--- src/rtl/swg_ram.sv ---
`timescale 1ns / 1ps
module swg_ram #(
  parameter int WIDTH = 32,
  parameter int DEPTH = 64,
  parameter int AW = (DEPTH > 1) ? $clog2(DEPTH) : 1
) (
  input  logic             clk,
  input  logic             we,
  input  logic [AW-1:0]    waddr,
  input  logic [WIDTH-1:0] wdata,
  input  logic [AW-1:0]    raddr,
  output logic [WIDTH-1:0] rdata
);
  logic [WIDTH-1:0] mem [DEPTH];

  always_ff @(posedge clk) begin
    if (we) begin
      mem[waddr] <= wdata;
    end
    rdata <= mem[raddr];
  end
endmodule

--- config.mk ---
export PLATFORM = sky130hd
export DESIGN_NAME = swg_ram
export DESIGN_NICKNAME = d
export VERILOG_FILES = /design/src/rtl/swg_ram.sv
export SDC_FILE = /design/constraint.sdc
export NUM_CORES = 2
export LEC_CHECK = 0
export ABC_AREA = 1
export BUFFER_PORTS_ARGS = -buffer_cell sky130_fd_sc_hd__buf_2
export CORE_MARGIN = 3
export CORE_UTILIZATION = 26
export CTS_BUF_LIST = sky130_fd_sc_hd__clkbuf_8
export CTS_CLUSTER_DIAMETER = 100
export CTS_CLUSTER_SIZE = 25
export DETAILED_ROUTE_END_ITERATION = 16
export SLEW_MARGIN = 20
export SYNTH_ARGS = -nofsm -noshare
export SYNTH_HDL_FRONTEND = slang
export SYNTH_SLANG_ARGS = --single-unit
export TNS_END_PERCENT = 30
--- constraint.sdc ---
create_clock -name clk -period 11.54 [get_ports clk]
set_input_delay 1.731 -clock clk [delete_from_list [all_inputs] [get_ports clk]]
set_output_delay 1.731 -clock clk [all_outputs]
set_load 0.02 [all_outputs]
-- Yosys cells after proc, flatten, opt, wreduce, memory -nomap -nowiden
Memories as Yosys holds them, arrays and structs flattened. A register that Yosys moved wholly into a read port is not among the register bits.
Index checks and enable logic that the tools add are counted.
- ROM bits: 0
- output and inout bits: 32
- bits in registers: 0
- bits in latches: 0
- memory bits (writable): 2048
- memories: 1
- logic and storage cells: 3
- bits of input ports: 46
- memories (name ; words ; bits a word ; rd ports ; clocked after Yosys merged registers in ; wr ports ; line ; source):
    mem ; 64 ; 32 ; 1 ; 1 ; 1 ; 14 ; logic [WIDTH-1:0] mem [DEPTH];
- divide/modulo/power cells: 0
- shift-type cells: 0
- bitwise operators: 0
- magnitude comparators: 0
- multiply operators: 0
- add/sub/neg operators: 0
- reduce and logical (&&, ||, !) cells: 0
- equal/unequal tests: 0
- mux-type cells: 2
- operators by type and width (operator ; count):
    $mux 1 ; 2

-- Depth between registers and ports, before layout
- depth after elaboration: 2
- gate-level depth with buffers: 13
- mapped depth without buffers: 9

-- Worst setup path after synthesis
OpenSTA, ideal clock, no wires.
- path kind: input port to flip-flop
- start point: input port we
- end point: memory mem[48][0] (enable)
- arrival time: 5359 ps
- data required time: 11038 ps
- path slack: 5679 ps
- cell stages on the path: 3
- path through: clkbuf_1 -> nand4_1 -> nor4_1
- word-level cells in the longest chain between the ends: 2
- RTL lines (what ; line ; source):
    start, declared ; 8 ; input logic we,
    $mux 1 ; 17 ; if (we) begin
    $mux 1 (not written as such) ; 18 ; mem[waddr] <= wdata;
    end, declared ; 14 ;
Every way passes these cells.

==> results.txt <==
status: completed
post-CTS sizing: 0
GRT overflow: 0
final period utilization: 38.62%
Die Wd: 570.1 um
R2R Path Start: mem[57][26]
setup TNS after final layout: 0 ps
WL final: 247.2 mm
Pre-antenna DRT Iters: 6
Power, Total: 12.33 mW
post-route minimum period: 4456 ps
Mean Syn Cell Area: 12.22 um^2
Post-Synthesis Cells: 6,769
DRC viols: 0
Die Area: 0.3250 mm^2
layout cell share with drive strength beyond 1: 5.888%
Distinct cells, synth: 16
clock slew seen by the registers of the worst setup and hold paths: 150 ps
Global Route Usage Sum: 14.72%
cts hold-fix bufs: 0
postcts setup bufs: 0
worst hold stages: 8
max-cap viol count: 0
Worst VDD drop: 0.00007585 V
clk sink count: 2,080
Skew-Pair Late Insertion Delay: 910 ps
Crit. End Element: register
R2R setup slack: 9780 ps
TritonCTS clock tree: done
RSZ-0062 raised after global routing: no
Clock Path Buffers: 3
clk root buf: clkbuf_8
Die Span Y: 570.1 um
Slew Limit Fails: 0
pwr/cell area: 137.6 mW/mm^2
Synth Warn #: 0
Mapped Nets: 6,815
largest net degree at the start of global routing: 245
Core Box Area: 0.3157 mm^2
Rows: 206
Iter 0 DRT Violations: 6,740
initial antenna violation count: 41
Hold Crit Class: reg -> reg
cts bufs inserted: 93
crit start category: input port
R2R depth: 8
Final nets: 6,685
Starting Density: 26.20%
post-DP HPWL: 127.0 mm
Worst Hold Path EP: rdata[5]
Required @ worst endpoint: 12,310 ps
Worst Setup SP: raddr[3]
first-pass GRT wire length: 355.0 mm
Post-Syn Area: 0.08274 mm^2
Worst-Margin Slew: 1163 ps
commonest non-fill, non-tap cell in the layout: nand2_1
Setup CP Type: in -> reg
Antenna Nets Post-Route: 0
Vias: 53,200
num ports: 78
Final GP Congestion: 0.8448
commonest non-fill, non-tap cells in the layout: 2,248 x nand2_1, 2,048 x edfxtp_1, 1,907 x nand3_1
Worst Path Arrival: 5230 ps
#FFs+latches synth: 2,080
utilization after layout: 28.39%
number of port buffers: 77
Layout Area Growth over Synthesis: 8.341%
WL/cell: 22.65 um
# setup viols final: 0
number of global-route vias before repair: 50,190
Slew headroom: 22.25%
clk_skew: 60.79 ps
fmax: 0.2244 GHz
worst-path fanout max: 48
final hold viol count: 0
sequential area share after synthesis: 75.10%
vias per cell: 4.873
Max H-tree Level: 3
hold_sp: mem[49][5]
Leakage: 30.05 nW
r2r endpoint: rdata[26]
[report_power, final]
| part | internal, mW | total (mW) | switching, mW |
|---|---|---|---|
| registers | 8.35 | 8.39 | 0.0422 |
| logic | 0.219 | 0.967 | 0.749 |
| clock network | 0.792 | 2.97 | 2.18 |
[routing by layer]
layer / vias to the layer above / global-route usage, % / wire (um)
li1: 23730 / - / -
met1: 26830 / 18.85 / 97640
met2: 2274 / 24.55 / 118700
met3: 368 / 2.105 / 19570
met4: 2 / 6.826 / 11350
met5: - / 0 / 17
[kinds of logic (layout without fill, tap and decap cells)]
logic type | Yosys count | after routing | synth area share (%)
flip-flops | 2080 | 2080 | 75.10
other | 0 | 49 | 0
AND/OR/NAND/NOR | 4228 | 4228 | 22.12
buffers and inverters | 461 | 401 | 2.779
[registers in the layout, summed over array words and instances, names as in the netlist]
name   cells
mem     2048
rdata     32
[cell usage after synthesis]
cell      count  area, um^2
clkbuf_1     77       289.0
buf_1        40       150.1
buf_8         2       30.03
buf_6         3       33.78
nand3_1    1907        9544
inv_1         9       33.78
nor4_1        8       50.05
nor2_1       56       210.2
inv_4         1       6.260
nand2_1    2248        8438
edfxtp_1   2048       61500
dfxtp_1      32       640.6
inv_2         2       7.510
buf_2       282        1411
nand4_1       9       56.30
buf_4        45       337.8
[layout make-up]
| type | count | area (um^2) |
|---|---|---|
| Antenna cell | 49 | 122.6 |
| Clock buffer | 96 | 1321 |
| Clock inverter | 69 | 291.5 |
| Fill cell | 31920 | 226100 |
| Inverter | 12 | 82.58 |
| Multi-Input combinational cell | 4228 | 18780 |
| Sequential cell | 2080 | 62140 |
| Tap cell | 4160 | 5205 |
| Timing Repair Buffer | 224 | 1699 |
[how the worst max path moves through the flow]
| stage | endpoint | slack, ps | depth (start not counted) |
|---|---|---|---|
| 6_report | rdata[26] | 7080 | 9 |
| 2_1_floorplan | mem[48][0] | 5680 | 3 |
| 5_1_grt | rdata[16] | 6950 | 12 |
| 3_5_place_dp | rdata[21] | 6190 | 11 |
| 3_3_place_gp | rdata[21] | 6230 | 11 |
| 4_1_cts | rdata[21] | 7240 | 11 |
[per-stage QoR]
| stage | hold slack [ps] | worst slack, ps | cell area [um^2] | instances |
|---|---|---|---|---|
| 3_5_place_dp | 787.2 | 6189 | 87840 | 10700 |
| 6_report | 823.0 | 7084 | 89640 | 10920 |
| 4_1_cts | 813.3 | 7243 | 89460 | 10870 |
| 5_1_grt | 896.4 | 6947 | 89610 | 10910 |
| 2_1_floorplan | 721.4 | 5679 | 82740 | 6769 |
| 3_3_place_gp | 787.5 | 6230 | 87830 | 10700 |
[worst max-delay path, cell delays in order]
cell and delay (ps):
buf_6 190, inv_6 370, buf_4 850, buf_4 870, nand3_1 220, nand3_1 280, nand2_1 110, nand2_1 290
nand2_1 130
No activity file was read; power rests on OpenSTA's default activity.
