File: config.mk
export PLATFORM = sky130hd
export DESIGN_NAME = swg_gcd
export DESIGN_NICKNAME = d
export VERILOG_FILES = /design/src/rtl/swg_pkg.sv /design/src/rtl/swg_gcd.sv
export SDC_FILE = /design/constraint.sdc
export NUM_CORES = 1
export LEC_CHECK = 0
export BUFFER_PORTS_ARGS = -buffer_cell sky130_fd_sc_hd__buf_2
export CAP_MARGIN = 10
export CORE_ASPECT_RATIO = 0.8
export CORE_UTILIZATION = 50
export CTS_CLUSTER_DIAMETER = 150
export CTS_CLUSTER_SIZE = 14
export DETAILED_ROUTE_END_ITERATION = 7
export HOLD_SLACK_MARGIN = 0.08
export PLACE_DENSITY = 0.72
export SETUP_SLACK_MARGIN = 0.15
export SYNTH_ARGS = -nofsm -noshare
export SYNTH_HDL_FRONTEND = slang
export SYNTH_SLANG_ARGS = --single-unit
File: constraint.sdc
create_clock -name clk -period 3.9 [get_ports clk]
set_clock_uncertainty 0.05 [all_clocks]
set_input_delay 0.195 -clock clk [delete_from_list [all_inputs] [get_ports clk]]
set_output_delay 0.195 -clock clk [all_outputs]
set_load 0.05 [all_outputs]
File: src/rtl/swg_pkg.sv
`timescale 1ns / 1ps
package swg_pkg;
  localparam int WINDOW_MAX_DEF = 64;
  localparam int VALUE_WIDTH_DEF = 32;
  localparam int CFG_W = 7;
endpackage

File: src/rtl/swg_gcd.sv
`timescale 1ns / 1ps
module swg_gcd import swg_pkg::*; #(
  parameter int VALUE_WIDTH = VALUE_WIDTH_DEF
) (
  input  logic                   clk,
  input  logic                   rst,
  input  logic                   start,
  input  logic [VALUE_WIDTH-1:0] a_in,
  input  logic [VALUE_WIDTH-1:0] b_in,
  output logic                   done,
  output logic [VALUE_WIDTH-1:0] result
);
  localparam int KW = $clog2(VALUE_WIDTH) + 1;

  logic                   busy;
  logic [VALUE_WIDTH-1:0] a;
  logic [VALUE_WIDTH-1:0] b;
  logic [KW-1:0]          k;
  logic [VALUE_WIDTH-1:0] diff_ab;
  logic [VALUE_WIDTH-1:0] diff_ba;

  assign diff_ab = a - b;
  assign diff_ba = b - a;

  always_ff @(posedge clk) begin
    if (rst) begin
      busy <= 1'b0;
      done <= 1'b0;
    end else begin
      done <= 1'b0;
      if (start) begin
        busy <= 1'b1;
        a <= a_in;
        b <= b_in;
        k <= '0;
      end else if (busy) begin
        if (a == '0 || b == '0) begin
          busy <= 1'b0;
          done <= 1'b1;
          result <= (a | b) << k;
        end else if (!a[0] && !b[0]) begin
          a <= a >> 1;
          b <= b >> 1;
          k <= k + KW'(1);
        end else if (!a[0]) begin
          a <= a >> 1;
        end else if (!b[0]) begin
          b <= b >> 1;
        end else if (a >= b) begin
          a <= diff_ab >> 1;
        end else begin
          b <= diff_ba >> 1;
        end
      end
    end
  end
endmodule
---- After elaboration in Yosys (flattened, before gate mapping) ----
Cells that the tools add are included.
word-level totals
  bits in registers ....................... 104
  bits in latches ......................... 0
  RAM bits ................................ 0
  memory bits (read-only) ................. 0
  output and inout bits ................... 33
  word-level logic and storage cells ...... 58
  memories ................................ 0
cells by class
  $add $sub $neg .......................... 3
  $mul .................................... 0
  div/mod/pow operators ................... 0
  magnitude comparators ................... 1
  equality and inequality tests ........... 4
  shift-type cells ........................ 1
  muxes and demuxes ....................... 21
  bitwise logic cells ..................... 4
  reduce and logical (&&, ||, !) cells .... 16
operator list
  operator                                                                  number
  32-bit 2-to-1 mux                                                         14
  32-bit logical NOT                                                        2
  32-bit subtractor                                                         2
  32-bit greater-or-equal comparator                                        1
  32-bit bitwise OR                                                         1
  32-bit by 6-bit << shifter with 32-bit output                             1
  6-bit 2-to-1 mux                                                          3
  4-bit AND reduction                                                       3
  5-bit AND reduction                                                       2
  4-bit by 1-bit inequality test with 1-bit output (second input constant)  2
  6-bit by 1-bit adder with 6-bit output (second input constant)            1
  1-bit 2-to-1 mux                                                          4
  4-bit inequality test (second input constant)                             1
  2-bit nonzero test                                                        2
  1-bit inverter                                                            3
  3-bit AND reduction                                                       1
  3-bit nonzero test                                                        1
  3-bit OR reduction                                                        1
  1-bit logical NOT                                                         2
  2-bit inequality test (second input constant)                             1
  1-bit logical AND                                                         1
  1-bit logical OR                                                          1

---- Logic depth before layout (Yosys ltp) ----
  depth in word-level cells ............... 8
  mapped depth ............................ 14
  mapped depth without buffers ............ 12

---- Worst setup path after synthesis ----
OpenSTA, ideal clock, no wires.
  path type ............................... register to register
  start point ............................. reg a[0]
  end point ............................... reg result[0] (enable)
  data arrival time ....................... 3.499 ns
  path slack .............................. -0.116 ns
  stages on the path, launching flop included .. 6
  path through ............................ edfxtp_1 -> nor4_1 -> nand4_1 -> o22ai_1 -> nand2b_1 -> nor3b_1
between the ends
  word-level cells in the longest chain between the ends .. 3
RTL lines
  item                                  RTL line       RTL
  from (decl)                           swg_gcd.sv:16  logic [VALUE_WIDTH-1:0] a;
  from (signal assigned)                swg_gcd.sv:33  a <= a_in;
  from (signal assigned)                swg_gcd.sv:42  a <= a >> 1;
  from (signal assigned)                swg_gcd.sv:46  a <= a >> 1;
  32-bit logical NOT                    swg_gcd.sv:37  if (a == '0 || b == '0) begin
  1-bit logical OR                      swg_gcd.sv:37
  4-bit AND reduction (no source line)  --
  to (signal assigned)                  swg_gcd.sv:40  result <= (a | b) << k;
  to (decl)                             swg_gcd.sv:11  output logic [VALUE_WIDTH-1:0] result
No other way between the ends.
A chain may end at the register's enable or synchronous reset.

==> results.toml <==
[clock_network]
cts_tree = "built"
cts_max_level = 3
cts_num_sinks = 104
cts_inserted_buffers = 9
clk_pin_slew_ns = 0.09
cts-root-buf = "clkbuf_16"
clock_latency_ns = 0.37
ctsLongestPathBuffers = 2

[layout]
syn_to_final_growth_pct = 15.1
regArea_um2 = 3100
diodes = 0
fin_area_um2 = 11900
drive_above_1_share = 0.208
fillers = 1800
multiInputGateArea_um2 = 6490
nNetsFinal = 1467

[grt]
grt_usage = 0.337
grt_first_pass_wirelength_um = 53500
grt-ovfl-total = 0
antenna_found_initial = 0
grt_max_degree = 88
grt_pass1_vias = 9099

[power_and_ir_drop]
leakage_nw = 5.00
powerDensity_nw_per_um2 = 334
finalPower_mw = 3.97
ir_worst_vdd_mv = 0.179

[timing]
maxSlewViolCount = 0
fmax_mhz = 278
worst_pin_slew_ns = 1.32
period_share = 0.921
setup_viol = 0
hold_viol = 0
max-slew-margin-rel = 0.119
fin_crit_ns = 3.59
rsz0062_at_grt = "no"

[logic_synthesis]
synth.avg_cell_area_um2 = 8.78
async_flop_share = 0
ys_types = 69
synth-edff-count = 102
ys_seq_elements = 104
synthFlopType = "edfxtp_1"
yosysSeqAreaShare = 0.300
synth_cells = 1178
netlist_area_um2 = 10300
synth_nets = 1344
ys_warn_count = 0

[routing]
routedWlPerCell_um = 22.5
finalWirelength_um = 35300
drt_iter0_markers = 1085
viasPerCell = 6.16
vias = 9679
dr.pass1.iters = 7
drc = 0
ant_nets = 0

[setup_path]
cp.required_ns = 4.06
worst_ep_arrival_time_ns = 3.75
crit_path_end_kind = "register"
start_kind = "register"
crit_fanout = 13
worstSetupPathType = "register to register"

[die]
pin_count = 100
die_w_um = 163
coreArea_um2 = 20000
die_h_um = 131
placementRows = 46
start_util = 0.516
die_area_um2 = 21300

[status]
status = "completed"

[placement]
place_area_um2 = 11400
gp_congestion = 1.02
port_buffers = 99
dp_hpwl_um = 28000

[run]
maxCapViolCount = 0

[hold_path]
hp-class = "input pin to register"
==> Yosys cell counts (all sizes together), types with 10 or more instances <==
cell type    n  area share
inv        135       0.049
a21oi      122       0.064
edfxtp     102        0.30
ha          97        0.12
nand2       94       0.034
nor2        77       0.028
xnor2       55       0.047
o21ai       53       0.026
clkbuf      45       0.016
a221oi      32       0.036
a211oi      29       0.021
buf         28       0.016
mux2i       27       0.026
nor4        26       0.016
nor2b       22       0.013
nor3        19      0.0092
o21bai      17       0.012
mux4        15       0.033
o221ai      13       0.011
o31a        13       0.011
o211ai      11      0.0085
o31ai       11      0.0080
a31oi       10      0.0060
==> path summary, 6_finish.rpt <==
kind	from	to	slack, ns	depth (start not counted)
worst max-delay path	b[8]	a[3]	0.31	12
worst min-delay path	b_in[18]	b[18]	0.08	3
worst max register to register	b[8]	a[3]	0.31	12
worst min register to register	busy	done	0.45	1
==> flip-flops by register name (all words and copies together) (netlist names) <==
name    count
result     32
k           6
busy        1
b          32
done        1
a          32
==> cells in the final DEF (no fill, tap or decap), drive strengths merged, types with 4 or more instances in the layout <==
| cell | instances |
|---|---|
| nor2b | 22 |
| nor3 | 19 |
| mux4 | 15 |
| o21bai | 17 |
| o21a | 6 |
| and3 | 6 |
| o31a | 13 |
| xor2 | 7 |
| inv | 137 |
| a221oi | 32 |
| mux2i | 27 |
| nor4 | 26 |
| nand4 | 9 |
| buf | 176 |
| clkbuf | 10 |
| o21ai | 53 |
| o22ai | 6 |
| mux2 | 6 |
| edfxtp | 102 |
| o211ai | 11 |
| xnor2 | 55 |
| a211oi | 29 |
| ha | 97 |
| nor2 | 77 |
| o31ai | 11 |
| o221ai | 13 |
| or3 | 5 |
| clkinv | 4 |
| a31oi | 10 |
| nand2b | 9 |
| a21oi | 122 |
| nor3b | 5 |
| or4 | 4 |
| dlygate4sd3 | 9 |
| a22oi | 9 |
| nand2 | 94 |
| and2 | 4 |
| nand3 | 9 |
| or2 | 6 |
==> through the flow <==
stage                     setup TNS [ns]  utilization  setup WS (ns)  instances  hold WS (ns)
after floorplan                        0            -          0.265       1178         0.221
after global placement                 0        0.569        0.00171       1539         0.388
after detailed placement          -0.365        0.569         -0.180       1539         0.391
after CTS                              0        0.588          0.162       1564        0.0859
after global routing                   0        0.595          0.144       1570        0.0869
final                                  0        0.595          0.308       1570        0.0803
==> area by class of cell <==
type / instances / area share
flip-flops and latches: 104 / 0.261
well taps: 264 / 0.0277
clock buffers: 10 / 0.0192
clock inverters: 6 / 0.00462
inverters: 137 / 0.0432
repair buffers: 185 / 0.0993
multi-input cells: 864 / 0.545
==> cell families after synthesis <==
kind of cell	after synthesis	synth area share
simple gates	299	0.138
buf+inv	210	0.0822
compound gates	356	0.240
mux	48	0.0653
fa+ha+maj	99	0.121
flops	104	0.300
xor+xnor	62	0.0525
==> routing by layer <==
metal  GRT usage  share of wire  vias up  wire length [um]
met4       0.119          0.031        0              1090
li1            -              -     4517                 -
met5           0              0        -                 0
met2       0.496           0.42      548             14700
met1       0.482           0.45     4545             16000
met3      0.0767           0.10       69              3580
==> critical path, cell delays in order (launching register included) <==
cell      delay [ns]
edfxtp_1        0.41
inv_1           0.08
ha_1            0.46
nor4_4          0.42
inv_1           0.09
or4_1           0.57
a21o_1          0.21
o211ai_2        0.08
a211o_4         0.21
and3_1          0.27
buf_6           0.23
a221oi_1        0.13
a21oi_1         0.20
==> what timing repair did <==
| item | CTS | global route |
|---|---|---|
| pin swaps | 0 | 0 |
| buffers inserted | 0 | 6 |
| hold buffers | 9 | 0 |
| endpoints found under the setup margin | 67 | 107 |
| hold endpoints to repair | 10 | 0 |
| resized for setup | 3 | 17 |
==> where the power goes <==
part	total [mW]	internal, mW	switching [mW]
Sequential	1.38	1.31	0.0646
Clock	0.937	0.447	0.490
Combinational	1.66	0.647	1.01
Total	3.97	2.40	1.57
Note: power is estimated with default switching activity, not from simulation.
